<file path="src/rtl/dopc_pkg.sv">
// ----------------------------------------------------------------------------
// dopc_pkg
// Types, option table and value checks shared by the DHCP option payload
// checker modules.
// ----------------------------------------------------------------------------
package dopc_pkg;

  typedef enum logic {
    REQ_HEADER  = 1'b0,
    REQ_PAYLOAD = 1'b1
  } req_type_e;

  typedef enum logic [3:0] {
    KIND_SUBNET_MASK = 4'd0,
    KIND_INT32       = 4'd1,
    KIND_IP_ADDR     = 4'd2,
    KIND_STRING      = 4'd3,
    KIND_UINT16      = 4'd4,
    KIND_FLAG        = 4'd5,
    KIND_IP_MASK     = 4'd6,
    KIND_UINT8       = 4'd7,
    KIND_UINT32      = 4'd8,
    KIND_IP_PAIR     = 4'd9,
    KIND_ENUM        = 4'd10,
    KIND_VENDOR      = 4'd11,
    KIND_BYTE_ARRAY  = 4'd12,
    KIND_NONE        = 4'd13,
    KIND_UNKNOWN     = 4'd14
  } kind_e;

  typedef enum logic [2:0] {
    ST_OK           = 3'd0,
    ST_UNKNOWN_CODE = 3'd1,
    ST_EMPTY_TYPE   = 3'd2,
    ST_LEN_MISMATCH = 3'd3,
    ST_BELOW_MIN    = 3'd4,
    ST_CONSTRAINT   = 3'd5,
    ST_PARTIAL      = 3'd6,
    ST_STRAY        = 3'd7
  } status_e;

  // option codes with special handling
  localparam logic [7:0] OPT_MAX_REASSEMBLY = 8'd22;
  localparam logic [7:0] OPT_DEFAULT_TTL    = 8'd23;
  localparam logic [7:0] OPT_IF_MTU         = 8'd26;
  localparam logic [7:0] OPT_TCP_TTL        = 8'd37;
  localparam logic [7:0] OPT_NBNS_NODE_TYPE = 8'd46;
  localparam logic [7:0] OPT_OVERLOAD       = 8'd52;
  localparam logic [7:0] OPT_MSG_TYPE       = 8'd53;
  localparam logic [7:0] OPT_MAX_MSG_SIZE   = 8'd57;
  localparam logic [7:0] OPT_CLIENT_ID      = 8'd61;
  localparam logic [7:0] OPT_END            = 8'd255;

  localparam logic [7:0] LEN_VAR      = 8'hFF;
  localparam logic [7:0] ROM_CODES    = 8'd77;
  localparam logic [63:0] MIN_MSG_SIZE = 64'd576;
  localparam logic [63:0] MIN_MTU      = 64'd68;

  typedef struct packed {
    logic       req_type;
    logic [7:0] opt_code;
    logic [7:0] opt_length;
    logic [7:0] payload_byte;
  } dopc_req_t;

  typedef struct packed {
    logic [63:0] element_value;
    logic [3:0]  value_kind;
    logic [2:0]  status;
    logic        is_last;
  } dopc_rsp_t;

  typedef struct packed {
    logic        option_open;
    logic        option_failed;
    kind_e       current_type;
    logic [7:0]  current_code;
    logic [7:0]  bytes_left;
    logic [2:0]  elem_seen;
    logic [63:0] elem_acc;
  } dopc_state_t;

  typedef struct packed {
    kind_e      kind;
    logic [7:0] flen;
  } rom_entry_t;

  function automatic rom_entry_t rom_lookup(input logic [7:0] code);
    rom_entry_t e;
    e.kind = KIND_IP_ADDR;
    e.flen = LEN_VAR;
    case (code)
      8'd0:   begin e.kind = KIND_NONE;        e.flen = 8'd0; end
      8'd1:   begin e.kind = KIND_SUBNET_MASK; e.flen = 8'd4; end
      8'd2:   begin e.kind = KIND_INT32;       e.flen = 8'd4; end
      8'd12, 8'd14, 8'd15, 8'd17, 8'd18, 8'd40, 8'd47, 8'd56, 8'd60, 8'd64, 8'd66,
      8'd67:  begin e.kind = KIND_STRING;      e.flen = LEN_VAR; end
      8'd13, 8'd22, 8'd26, 8'd57:
              begin e.kind = KIND_UINT16;      e.flen = 8'd2; end
      8'd25:  begin e.kind = KIND_UINT16;      e.flen = LEN_VAR; end
      8'd16, 8'd28, 8'd32, 8'd50, 8'd54:
              begin e.kind = KIND_IP_ADDR;     e.flen = 8'd4; end
      8'd19, 8'd20, 8'd27, 8'd29, 8'd30, 8'd31, 8'd34, 8'd36, 8'd39:
              begin e.kind = KIND_FLAG;        e.flen = 8'd1; end
      8'd21:  begin e.kind = KIND_IP_MASK;     e.flen = LEN_VAR; end
      8'd23, 8'd37:
              begin e.kind = KIND_UINT8;       e.flen = 8'd1; end
      8'd24, 8'd35, 8'd38, 8'd51, 8'd58, 8'd59:
              begin e.kind = KIND_UINT32;      e.flen = 8'd4; end
      8'd33:  begin e.kind = KIND_IP_PAIR;     e.flen = LEN_VAR; end
      8'd43:  begin e.kind = KIND_VENDOR;      e.flen = LEN_VAR; end
      8'd46, 8'd52, 8'd53:
              begin e.kind = KIND_ENUM;        e.flen = 8'd1; end
      8'd55, 8'd61:
              begin e.kind = KIND_BYTE_ARRAY;  e.flen = LEN_VAR; end
      8'd62, 8'd63:
              begin e.kind = KIND_UNKNOWN;     e.flen = 8'd0; end
      default: begin
        if (code == OPT_END) begin
          e.kind = KIND_NONE;
          e.flen = 8'd0;
        end else if (code >= ROM_CODES) begin
          e.kind = KIND_UNKNOWN;
          e.flen = 8'd0;
        end
      end
    endcase
    return e;
  endfunction

  function automatic logic [3:0] elem_size(input kind_e k);
    logic [3:0] s;
    case (k)
      KIND_UINT16: s = 4'd2;
      KIND_SUBNET_MASK, KIND_INT32, KIND_IP_ADDR, KIND_UINT32: s = 4'd4;
      KIND_IP_MASK, KIND_IP_PAIR: s = 4'd8;
      default: s = 4'd1;
    endcase
    return s;
  endfunction

  function automatic status_e check_value(input logic [7:0] code, input logic [63:0] v);
    status_e st;
    st = ST_OK;
    case (code)
      OPT_MAX_REASSEMBLY, OPT_MAX_MSG_SIZE: st = (v >= MIN_MSG_SIZE) ? ST_OK : ST_BELOW_MIN;
      OPT_IF_MTU:  st = (v >= MIN_MTU) ? ST_OK : ST_BELOW_MIN;
      OPT_TCP_TTL: st = (v != 64'd0) ? ST_OK : ST_BELOW_MIN;
      OPT_DEFAULT_TTL:
        st = (v >= 64'd1 && v <= 64'd255) ? ST_OK : ST_CONSTRAINT;
      OPT_NBNS_NODE_TYPE:
        st = (v == 64'd1 || v == 64'd2 || v == 64'd4 || v == 64'd8) ? ST_OK : ST_CONSTRAINT;
      OPT_OVERLOAD:
        st = (v >= 64'd1 && v <= 64'd3) ? ST_OK : ST_CONSTRAINT;
      OPT_MSG_TYPE:
        st = (v >= 64'd1 && v <= 64'd8) ? ST_OK : ST_CONSTRAINT;
      default: st = ST_OK;
    endcase
    return st;
  endfunction

endpackage

</file>
<file path="src/rtl/dopc_step.sv">
// ----------------------------------------------------------------------------
// dopc_step
// Per-item decode: header lookup and checks, byte gathering, element checks
// and the next option state.
// ----------------------------------------------------------------------------
module dopc_step import dopc_pkg::*; (
  input  dopc_state_t state_i,
  input  dopc_req_t   req_i,
  output dopc_state_t state_o,
  output logic        rsp_valid_o,
  output dopc_rsp_t   rsp_o
);

  rom_entry_t  ent;
  status_e     hdr_st;
  logic [7:0]  min_len;
  logic [7:0]  left_dec;
  logic        last;
  logic [63:0] acc_shift;
  logic [3:0]  seen_inc;
  logic [63:0] elem_val;
  status_e     elem_st;

  always_comb begin
    ent     = rom_lookup(req_i.opt_code);
    min_len = (req_i.opt_code == OPT_CLIENT_ID) ? 8'd2 : 8'd1;
    if (ent.kind == KIND_UNKNOWN) begin
      hdr_st = ST_UNKNOWN_CODE;
    end else if (ent.flen != LEN_VAR && ent.flen != req_i.opt_length) begin
      hdr_st = ST_LEN_MISMATCH;
    end else if (ent.kind == KIND_NONE) begin
      hdr_st = ST_EMPTY_TYPE;
    end else if (ent.kind == KIND_BYTE_ARRAY && req_i.opt_length < min_len) begin
      hdr_st = ST_BELOW_MIN;
    end else begin
      hdr_st = ST_OK;
    end

    left_dec  = state_i.bytes_left - 8'd1;
    last      = (left_dec == 8'd0);
    acc_shift = {state_i.elem_acc[55:0], req_i.payload_byte};
    seen_inc  = {1'b0, state_i.elem_seen} + 4'd1;
    elem_val  = acc_shift;
    elem_st   = ST_OK;
    if (state_i.current_type == KIND_FLAG) begin
      elem_val = {63'd0, (acc_shift != 64'd0)};
    end else if (state_i.current_type == KIND_UINT8 || state_i.current_type == KIND_UINT16 ||
                 state_i.current_type == KIND_UINT32 || state_i.current_type == KIND_ENUM) begin
      elem_st = check_value(state_i.current_code, acc_shift);
    end

    state_o     = state_i;
    rsp_valid_o = 1'b0;
    rsp_o       = '0;

    if (req_i.req_type == REQ_HEADER) begin
      state_o.elem_acc      = '0;
      state_o.elem_seen     = '0;
      state_o.current_code  = req_i.opt_code;
      state_o.current_type  = (hdr_st != ST_OK) ? KIND_SUBNET_MASK : ent.kind;
      state_o.bytes_left    = req_i.opt_length;
      state_o.option_open   = (req_i.opt_length != 8'd0);
      state_o.option_failed = (req_i.opt_length != 8'd0) && (hdr_st != ST_OK);
      if (hdr_st != ST_OK) begin
        rsp_valid_o   = 1'b1;
        rsp_o.status  = hdr_st;
        rsp_o.is_last = 1'b1;
      end
    end else if (!state_i.option_open) begin
      rsp_valid_o         = 1'b1;
      rsp_o.element_value = {56'd0, req_i.payload_byte};
      rsp_o.status        = ST_STRAY;
    end else begin
      state_o.bytes_left = left_dec;
      if (last) begin
        state_o.option_open = 1'b0;
      end
      if (state_i.option_failed) begin
        if (last) begin
          state_o.option_failed = 1'b0;
        end
      end else if (state_i.current_type == KIND_STRING ||
                   state_i.current_type == KIND_BYTE_ARRAY ||
                   state_i.current_type == KIND_VENDOR) begin
        rsp_valid_o         = 1'b1;
        rsp_o.element_value = {56'd0, req_i.payload_byte};
        rsp_o.value_kind    = state_i.current_type;
        rsp_o.is_last       = last;
      end else if (seen_inc >= elem_size(state_i.current_type)) begin
        state_o.elem_acc    = '0;
        state_o.elem_seen   = '0;
        rsp_valid_o         = 1'b1;
        rsp_o.element_value = elem_val;
        rsp_o.value_kind    = state_i.current_type;
        rsp_o.status        = elem_st;
        rsp_o.is_last       = last;
      end else if (last) begin
        state_o.elem_acc    = '0;
        state_o.elem_seen   = '0;
        rsp_valid_o         = 1'b1;
        rsp_o.element_value = acc_shift;
        rsp_o.value_kind    = state_i.current_type;
        rsp_o.status        = ST_PARTIAL;
        rsp_o.is_last       = 1'b1;
      end else begin
        state_o.elem_acc  = acc_shift;
        state_o.elem_seen = seen_inc[2:0];
      end
    end
  end

endmodule

</file>
<file path="config.mk">
export PLATFORM = sky130hd
export DESIGN_NAME = dopc_step
export DESIGN_NICKNAME = d
export VERILOG_FILES = /design/src/rtl/dopc_pkg.sv /design/src/rtl/dopc_step.sv
export SDC_FILE = /design/constraint.sdc
export NUM_CORES = 1
export LEC_CHECK = 0
export ABC_AREA = 1
export BUFFER_PORTS_ARGS = -buffer_cell sky130_fd_sc_hd__buf_4
export CELL_PAD_IN_SITES_DETAIL_PLACEMENT = 2
export CELL_PAD_IN_SITES_GLOBAL_PLACEMENT = 2
export CORE_UTILIZATION = 18
export DETAILED_ROUTE_END_ITERATION = 16
export PLACE_DENSITY = 0.86
export SYNTH_ARGS = -nofsm -noshare
export SYNTH_HDL_FRONTEND = slang
export SYNTH_SLANG_ARGS = --single-unit
</file>
<file path="constraint.sdc">
create_clock -name vclk -period 3.8
set_clock_uncertainty 0.2 [all_clocks]
set_input_delay 0.19 -clock vclk [all_inputs]
set_output_delay 0.19 -clock vclk [all_outputs]
set_load 0.02 [all_outputs]
</file>
==> reports/metrics.cfg, run 1 <==
[global_routing]
grt_remaining_overflow = 0
grt_util_all_layers_pct = 23.08
grt_first_pass_wirelength_um = 41020
grt_use_met3_pct = 3.102
globalRoute.busiestLayer = met2
first_global_vias = 7570
pin_count_of_the_biggest_net_entering_global_routing = 64
antenna_found_initial = 0
use_met1_pct = 26.96
grt_use_met2_pct = 44.06

[clock_network]
cts_hold_buffers = 0
post_cts_buffers = 0

[power_and_ir_drop]
static-leakage-power_nw = 3.335
part_of_the_power_in_registers_pct = 0
power.switching_mw = 0.6040
switching_share_pct = 63.73
clockPowerShare_pct = 0
intPower_mw = 0.3437
power_density_nw_per_um2 = 148.9
max-vdd-ir-drop_v = 0.00005859
pwr-share-comb_pct = 100.0

[synthesis]
synth-warning-count = 0
synth_seq_area_share_pct = 0
synth_area_um2 = 3995
syn_avg_cell_area_um2 = 4.734
mappedNetlistNets = 966
yosysUniqueCellTypes = 40
synth_cells = 844

[die]
effective_utilization_at_floorplan_pct = 18.31
die-height_um = 151.0
rows = 54
die_outline_area_um2 = 22800
die-width_um = 151.0
core_region_area_um2 = 21820
io_pins = 276

[critical_path]
cp_data_required_time_ns = 3.41
worst-setup-path-type = in -> out
critical_path.endpoint_type = output pin
arrival_ns = 3.10
start_kind = primary input
startpoint = state_i[85]
path_max_fanout = 25

[min_path]
whs_path_depth = 4
hp-start = state_i[81]
hold_class = in -> out

[run_status]
outcome = finished, final reports clean

[routing]
drt-total-wl_um = 27230
post-route-drc-count = 0
route.detailed.wl_per_inst_um = 19.89
dr.first_iter.drc_count = 212
mean_number_of_vias_per_cell = 5.107
antenna_left = 0
drt_first_pass_iters = 4
route.vias.total = 6992

[placed_design]
finalWeightedCongestion = 0.8801
dp_hpwl_um = 22600
buffer_ports.inserted = 276
dpl-instance-area_um2 = 6351

[layout]
n_fill_cell = 2855
design_area_um2 = 6364
antenna-diode-count = 0
final-seq-area_um2 = 0
design.seq.count = 0
finalNetCount = 1213
layout-area-overhead-vs-synth_pct = 59.29
n_clock_buffer = 0
final_layout_size_suffix_gt1_share_pct = 30.21

[sta]
timing.slew.headroom_pct = 50.39
setup_tns_ns = 0
max_clock_freq_ghz = 0.2866
grt_setup_unrepaired = no
final_max_slew_viol_count = 0
finalCritPeriodShare_pct = 91.82
report.final.setup_viol = 0
timing_worst_slew_pin_value_ns = 0.7373
report.final.hold_viol_count = 0
post-route-min-period_ns = 3.489

[run]
drv.max_cap_violation_count = 0

synthesized netlist by cell type, drive strengths merged, types with 3 or more instances:
cell | number | area share (%)
o32ai | 18 | 3.9
o21bai | 4 | 0.75
buf | 10 | 1.5
inv | 113 | 11
o221ai | 20 | 4.4
nand4 | 17 | 2.7
ha | 8 | 2.5
a22oi | 9 | 1.7
nand3 | 56 | 7.1
xnor2 | 4 | 0.88
o21ai | 52 | 6.5
nor3 | 50 | 6.3
nand2 | 195 | 19
a31oi | 3 | 0.47
a21oi | 32 | 4.2
nor4 | 12 | 1.9
nor2 | 176 | 17
xor2 | 3 | 0.66
clkbuf | 34 | 3.2
o211ai | 3 | 0.56
o22ai | 13 | 2.0
critical path: stages:
cell	delay (ns)
sky130_fd_sc_hd__buf_4	0.13
sky130_fd_sc_hd__inv_1	0.14
sky130_fd_sc_hd__nor4_2	0.08
sky130_fd_sc_hd__nor2_1	0.27
sky130_fd_sc_hd__o211ai_1	0.16
sky130_fd_sc_hd__ha_1	0.30
sky130_fd_sc_hd__nand2_1	0.07
sky130_fd_sc_hd__inv_1	0.04
sky130_fd_sc_hd__o21ai_0	0.06
sky130_fd_sc_hd__nand2_1	0.07
sky130_fd_sc_hd__a31oi_1	0.29
sky130_fd_sc_hd__nand2_1	0.19
sky130_fd_sc_hd__inv_2	0.14
sky130_fd_sc_hd__nand2_1	0.07
sky130_fd_sc_hd__buf_4	0.25
sky130_fd_sc_hd__o221ai_1	0.18
sky130_fd_sc_hd__o21ai_0	0.11
sky130_fd_sc_hd__nor2_1	0.17
sky130_fd_sc_hd__buf_4	0.17
cell type report:
| type | instances | area, µm² | area share [%] |
|---|---|---|---|
| timing repair buffer | 289 | 2195 | 34.49 |
| multi-input combinational | 687 | 3392 | 53.30 |
| tap | 280 | 350.3 | 5.505 |
| inverter | 113 | 426.7 | 6.705 |
power groups by stage:
stage / clock [mW] / sequential (mW) / combinational (mW)
after floorplan: 0 / 0 / 0.496
after global placement: 0 / 0 / 0.926
after detailed placement: 0 / 0 / 0.946
after CTS: 0 / 0 / 0.950
after global routing: 0 / 0 / 1.02
final: 0 / 0 / 0.948
routing by layer:
metal,up-vias,share of wire (%)
li1,3334,-
met1,3402,41
met2,223,52
met3,33,5.4
met4,0,1.7
met5,-,0
stage by stage:
stage                     total power, mW  hold slack [ns]  std cells  worst slack (ns)  util [%]
after floorplan                    0.4963           0.3150        844            0.6959         -
after global placement             0.9258           0.5198       1369            0.4069     29.10
after detailed placement           0.9464           0.5206       1369            0.1932     29.10
after CTS                          0.9499           0.5210       1369            0.1656     29.10
after global routing                1.022           0.5530       1369           0.06359     29.16
final                              0.9477           0.5196       1369            0.3109     29.16
cells in the final DEF (no fill, tap or decap), drive strengths merged, types with 4 or more instances in the layout:
master,n
ha,8
buf,289
o32ai,18
a21oi,32
nor3,50
inv,113
nand2,195
a22oi,9
nand4,17
o22ai,13
nor2,176
o21ai,52
o21bai,4
nor4,12
xnor2,4
o221ai,20
nand3,56
final timing paths:
path	slack, ns	endpoint
worst max-delay path	0.31	state_o[38]
worst min-delay path	0.52	state_o[81]
what timing repair did:
item	in CTS	in global routing
hold endpoints to repair	0	0
gates resized for setup	0	4
endpoints found under the setup margin	0	22
logic make-up (layout without fill, tap and decap cells):
logic type                 count (synthesis)  in the layout  share of synthesized area (%)
xor gates and xnor gates                   7              7                          1.535
buffers and inverters                    157            402                          15.35
adders and majority gates                  8              8                          2.506
AOI/OAI and AO/OA                        162            162                          26.15
and+or+nand+nor                          510            510                          54.46
No activity file was read; power rests on OpenSTA's default activity.
==> run 2: changes to the inputs <==
CORE_ASPECT_RATIO = 1.1   (was not set)
==> reports/metrics.cfg, run 2 (synthesis results as in run 1) <==
[routing]
route.detailed.wl_per_inst_um = 19.77
antenna_left = 0
mean_number_of_vias_per_cell = 5.028
drt-total-wl_um = 27310
post-route-drc-count = 0
dr.first_iter.drc_count = 171
drt_first_pass_iters = 4
route.vias.total = 6943

[die]
die_outline_area_um2 = 22800
die-height_um = 158.3
die-width_um = 144.0
rows = 56
effective_utilization_at_floorplan_pct = 18.57
core_region_area_um2 = 21510
io_pins = 276

[layout]
layout-area-overhead-vs-synth_pct = 59.85
mostFrequentLayoutCell = sky130_fd_sc_hd__buf_4
design.seq.count = 0
final-seq-area_um2 = 0
finalNetCount = 1215
final_layout_size_suffix_gt1_share_pct = 30.52
n_clock_buffer = 0
fin_cells = 1381
final_cell_mix = sky130_fd_sc_hd__buf_4 (290), sky130_fd_sc_hd__nand2_1 (188), sky130_fd_sc_hd__nor2_1 (165)
antenna-diode-count = 0
design_area_um2 = 6386

[power_and_ir_drop]
power.switching_mw = 0.6007
power_density_nw_per_um2 = 148.0
pwr-share-comb_pct = 100.0
max-vdd-ir-drop_v = 0.00007830
part_of_the_power_in_registers_pct = 0
clockPowerShare_pct = 0
switching_share_pct = 63.56
static-leakage-power_nw = 3.346
intPower_mw = 0.3443
report.power.total_mw = 0.9450

[run_status]
outcome = finished, final reports clean

[sta]
final_max_slew_viol_count = 0
post-route-min-period_ns = 3.478
finalCritPeriodShare_pct = 91.52
setup_tns_ns = 0
report.final.setup_viol = 0
grt_setup_unrepaired = no
report.final.hold_viol_count = 0
max_clock_freq_ghz = 0.2875
timing_worst_slew_pin_value_ns = 0.8233
timing.slew.headroom_pct = 44.60

[global_routing]
antenna_found_initial = 0
grt_util_all_layers_pct = 22.86
grt_first_pass_wirelength_um = 40570
pin_count_of_the_biggest_net_entering_global_routing = 69
first_global_vias = 7436
grt_remaining_overflow = 0

[placed_design]
dpl-instance-area_um2 = 6369
buffer_ports.inserted = 276
dp_hpwl_um = 22950
dpl.cell_count = 1381
finalWeightedCongestion = 0.9011

[critical_path]
worst-setup-path-type = in -> out
cp_data_required_time_ns = 3.41
path_depth = 19
crit_family = buffers and inverters
start_kind = primary input
path_max_fanout = 25
arrival_ns = 3.09
critical-path-max-stage-delay_ns = 0.34
startpoint = state_i[85]
crit_buf_inv = 7
worstSetupEndpoint = state_o[11]
critical_path.endpoint_type = output pin
timing.critical_path.slowest_stage_cell = sky130_fd_sc_hd__nor4_2
critical_path.cell_chain = buf_4 -> inv_1 -> nor4_2 -> nor2_2 -> o211ai_1 -> ha_1 -> nand2_1 -> inv_1 -> o21ai_0 -> nand2_1 -> a31oi_1 -> nand2_1 -> inv_2 -> buf_4 -> nand2_1 -> buf_4 -> o221ai_1 -> a21boi_0 -> buf_4

[min_path]
hold_class = in -> out
whs_path_depth = 4

[run]
drv.max_cap_violation_count = 0

[clock_network]
post_cts_buffers = 0

[run 2: cell count changes in the layout (fill, tap and decap cells not counted)]
cell	delta
sky130_fd_sc_hd__nand2_1	-1
sky130_fd_sc_hd__buf_4	+3
sky130_fd_sc_hd__nand2_4	+1
sky130_fd_sc_hd__buf_12	-1
sky130_fd_sc_hd__nor2_2	+1
sky130_fd_sc_hd__nor2_1	-1
sky130_fd_sc_hd__inv_4	-1
sky130_fd_sc_hd__inv_2	+1
[run 2: per-stage QoR]
step / hold WS, ns / setup slack, ns / utilization (%)
floorplan: 0.3150 / 0.6959 / -
global placement: 0.5216 / 0.2925 / 29.61
detailed placement: 0.5272 / 0.1249 / 29.61
CTS: 0.5291 / 0.1148 / 29.61
global route: 0.5395 / 0.003891 / 29.69
finish: 0.5262 / 0.3221 / 29.69
[run 2: repair_timing]
action                                  4_1_cts  5_1_grt
endpoints found under the setup margin        0       50
hold buffers                                  0        0
gates resized for setup                       0        4
[run 2: cell type report]
| cell class | count | area, µm² |
|---|---|---|
| multi-input combinational | 687 | 3402 |
| fill | 2846 | 15120 |
| timing repair buffer | 291 | 2197 |
| tap | 290 | 362.8 |
| inverter | 113 | 424.2 |
[run 2: layer usage]
layer | up-vias | share of wire (%) | track usage, %
met3 | 30 | 5.9 | 3.459
met1 | 3342 | 40 | 25.43
met4 | 0 | 2.1 | 4.863
met2 | 225 | 52 | 44.90
met5 | - | 0 | 0
li1 | 3346 | - | -
[run 2: how the worst min path moves through the flow]
stage                            from     endpoint  slack, ns
after CTS                 state_i[58]  state_o[58]       0.53
after detailed placement  state_i[80]  state_o[80]       0.53
after global routing      state_i[58]  state_o[58]       0.54
final                     state_i[78]  state_o[78]       0.53
after global placement    state_i[78]  state_o[78]       0.52
after floorplan              req_i[3]    rsp_o[11]       0.32
[run 2: power by group through the flow]
stage | Sequential [mW] | Combinational [mW] | Clock (mW)
final | 0 | 0.945 | 0
after global routing | 0 | 1.02 | 0
after CTS | 0 | 0.948 | 0
after detailed placement | 0 | 0.946 | 0
after global placement | 0 | 0.922 | 0
after floorplan | 0 | 0.496 | 0
==> run 3: changes to the inputs <==
CORE_ASPECT_RATIO = 1.25   (was 1.1)
PLACE_DENSITY = not set   (was 0.86)
PLACE_DENSITY_LB_ADDON = 0.1   (was not set)
REMOVE_ABC_BUFFERS = 1   (was not set)
==> reports/metrics.cfg, run 3 (synthesis results as in run 1) <==
[run_status]
outcome = finished, final reports clean

[layout]
finalNetCount = 1214
final-seq-area_um2 = 0
multiInputGateArea_um2 = 3395
n_clock_buffer = 0
layout-area-overhead-vs-synth_pct = 59.13
mostFrequentLayoutCell = sky130_fd_sc_hd__buf_4
n_fill_cell = 2868
design.seq.count = 0
antenna-diode-count = 0
post-route-util_pct = 29.40
final_layout_size_suffix_gt1_share_pct = 30.37
final_cell_mix = sky130_fd_sc_hd__buf_4 (289), sky130_fd_sc_hd__nand2_1 (188), sky130_fd_sc_hd__nor2_1 (166)

[run]
drv.max_cap_violation_count = 0

[min_path]
hold_class = in -> out

[sta]
report.final.setup_viol = 0
report.final.hold_viol_count = 0
post-route-min-period_ns = 3.440
grt_setup_unrepaired = no
final_max_slew_viol_count = 0
finalCritPeriodShare_pct = 90.53
max_clock_freq_ghz = 0.2907
timing.slew.headroom_pct = 48.91
timing_worst_slew_pin_value_ns = 0.7652
setup_tns_ns = 0

[global_routing]
grt_first_pass_wirelength_um = 41980
antenna_found_initial = 0
grt_remaining_overflow = 0
pin_count_of_the_biggest_net_entering_global_routing = 50
grt_util_all_layers_pct = 23.32
first_global_vias = 7245

[die]
core_region_area_um2 = 21620
effective_utilization_at_floorplan_pct = 18.48
rows = 60
die-height_um = 168.6
die_outline_area_um2 = 22800
die-width_um = 135.3
io_pins = 276

[routing]
mean_number_of_vias_per_cell = 4.991
route.vias.total = 6832
drt_first_pass_iters = 4
antenna_left = 0
dr.first_iter.drc_count = 245
drt-total-wl_um = 27490
post-route-drc-count = 0
route.detailed.wl_per_inst_um = 20.08

[critical_path]
start_kind = primary input
worst-setup-path-type = in -> out
critical_path.endpoint_type = output pin
critical-path-max-stage-delay_ns = 0.29
path_common_cell = sky130_fd_sc_hd__nand2_1
crit_family = buffers and inverters
crit_buf_inv = 6
arrival_ns = 3.05
cp_data_required_time_ns = 3.41
timing.critical_path.slowest_stage_cell = sky130_fd_sc_hd__ha_1
path_max_fanout = 16
critical_path.cell_chain = buf_4 -> inv_1 -> nor3_1 -> nor2_1 -> o211ai_1 -> ha_1 -> nand2_1 -> inv_1 -> o21ai_0 -> nand2_1 -> a31oi_1 -> nand2_1 -> inv_2 -> nand2_1 -> buf_4 -> o221ai_1 -> o21ai_0 -> nor2_1 -> buf_4

[power_and_ir_drop]
power_density_nw_per_um2 = 147.3
report.power.total_mw = 0.9363
max-vdd-ir-drop_v = 0.00004527
static-leakage-power_nw = 3.334

[placed_design]
dp_hpwl_um = 23020
buffer_ports.inserted = 276
finalWeightedCongestion = 0.8622

[clock_network]
cts_hold_buffers = 0

[run 3: cell types whose count changed in the layout (fill, tap and decap cells not counted), sizes merged]
| cell | change |
|---|---|
| buf | -1 |
[run 3: report_power, final]
group,total [mW],leakage (nW),switching [mW],internal (mW)
combinational,0.936,3.33,0.595,0.341
sequential,0,0,0,0
clock,0,0,0,0
total,0.936,3.33,0.595,0.341
[run 3: worst paths after layout]
check	from	end	cells after the start
max	state_i[83]	state_o[20]	19
min	state_i[82]	state_o[82]	4
[run 3: layout make-up]
cell class                 count  share of cell area [%]
inverter                     113                   6.672
tap                          279                   5.491
multi-input combinational    687                   53.40
timing repair buffer         290                   34.44
[run 3: what timing repair did]
action	in CTS	in global routing
buffers inserted	0	0
resized for setup	0	2
endpoints found under the setup margin	0	20
[run 3: worst min-delay path, cell delays in order]
cell	delay [ns]
sky130_fd_sc_hd__buf_4	0.09
sky130_fd_sc_hd__nand2_1	0.04
sky130_fd_sc_hd__o21ai_0	0.06
sky130_fd_sc_hd__buf_4	0.14
[run 3: through the flow]
step           hold WS, ns  cell area [µm²]  instances  setup slack, ns
2_1_floorplan       0.3061             3806        800         0.006842
3_3_place_gp        0.5171             6347       1369           0.3737
3_5_place_dp        0.5188             6347       1369           0.2076
4_1_cts             0.5199             6347       1369           0.1962
5_1_grt             0.5455             6357       1369          0.01872
6_report            0.5165             6357       1369           0.3597
[run 3: routing by layer]
metal / global-route usage, % / wire [µm]
met4: 5.032 / 653
met1: 26.91 / 11150
met3: 2.126 / 1258
met5: 0 / 0
met2: 45.37 / 14430
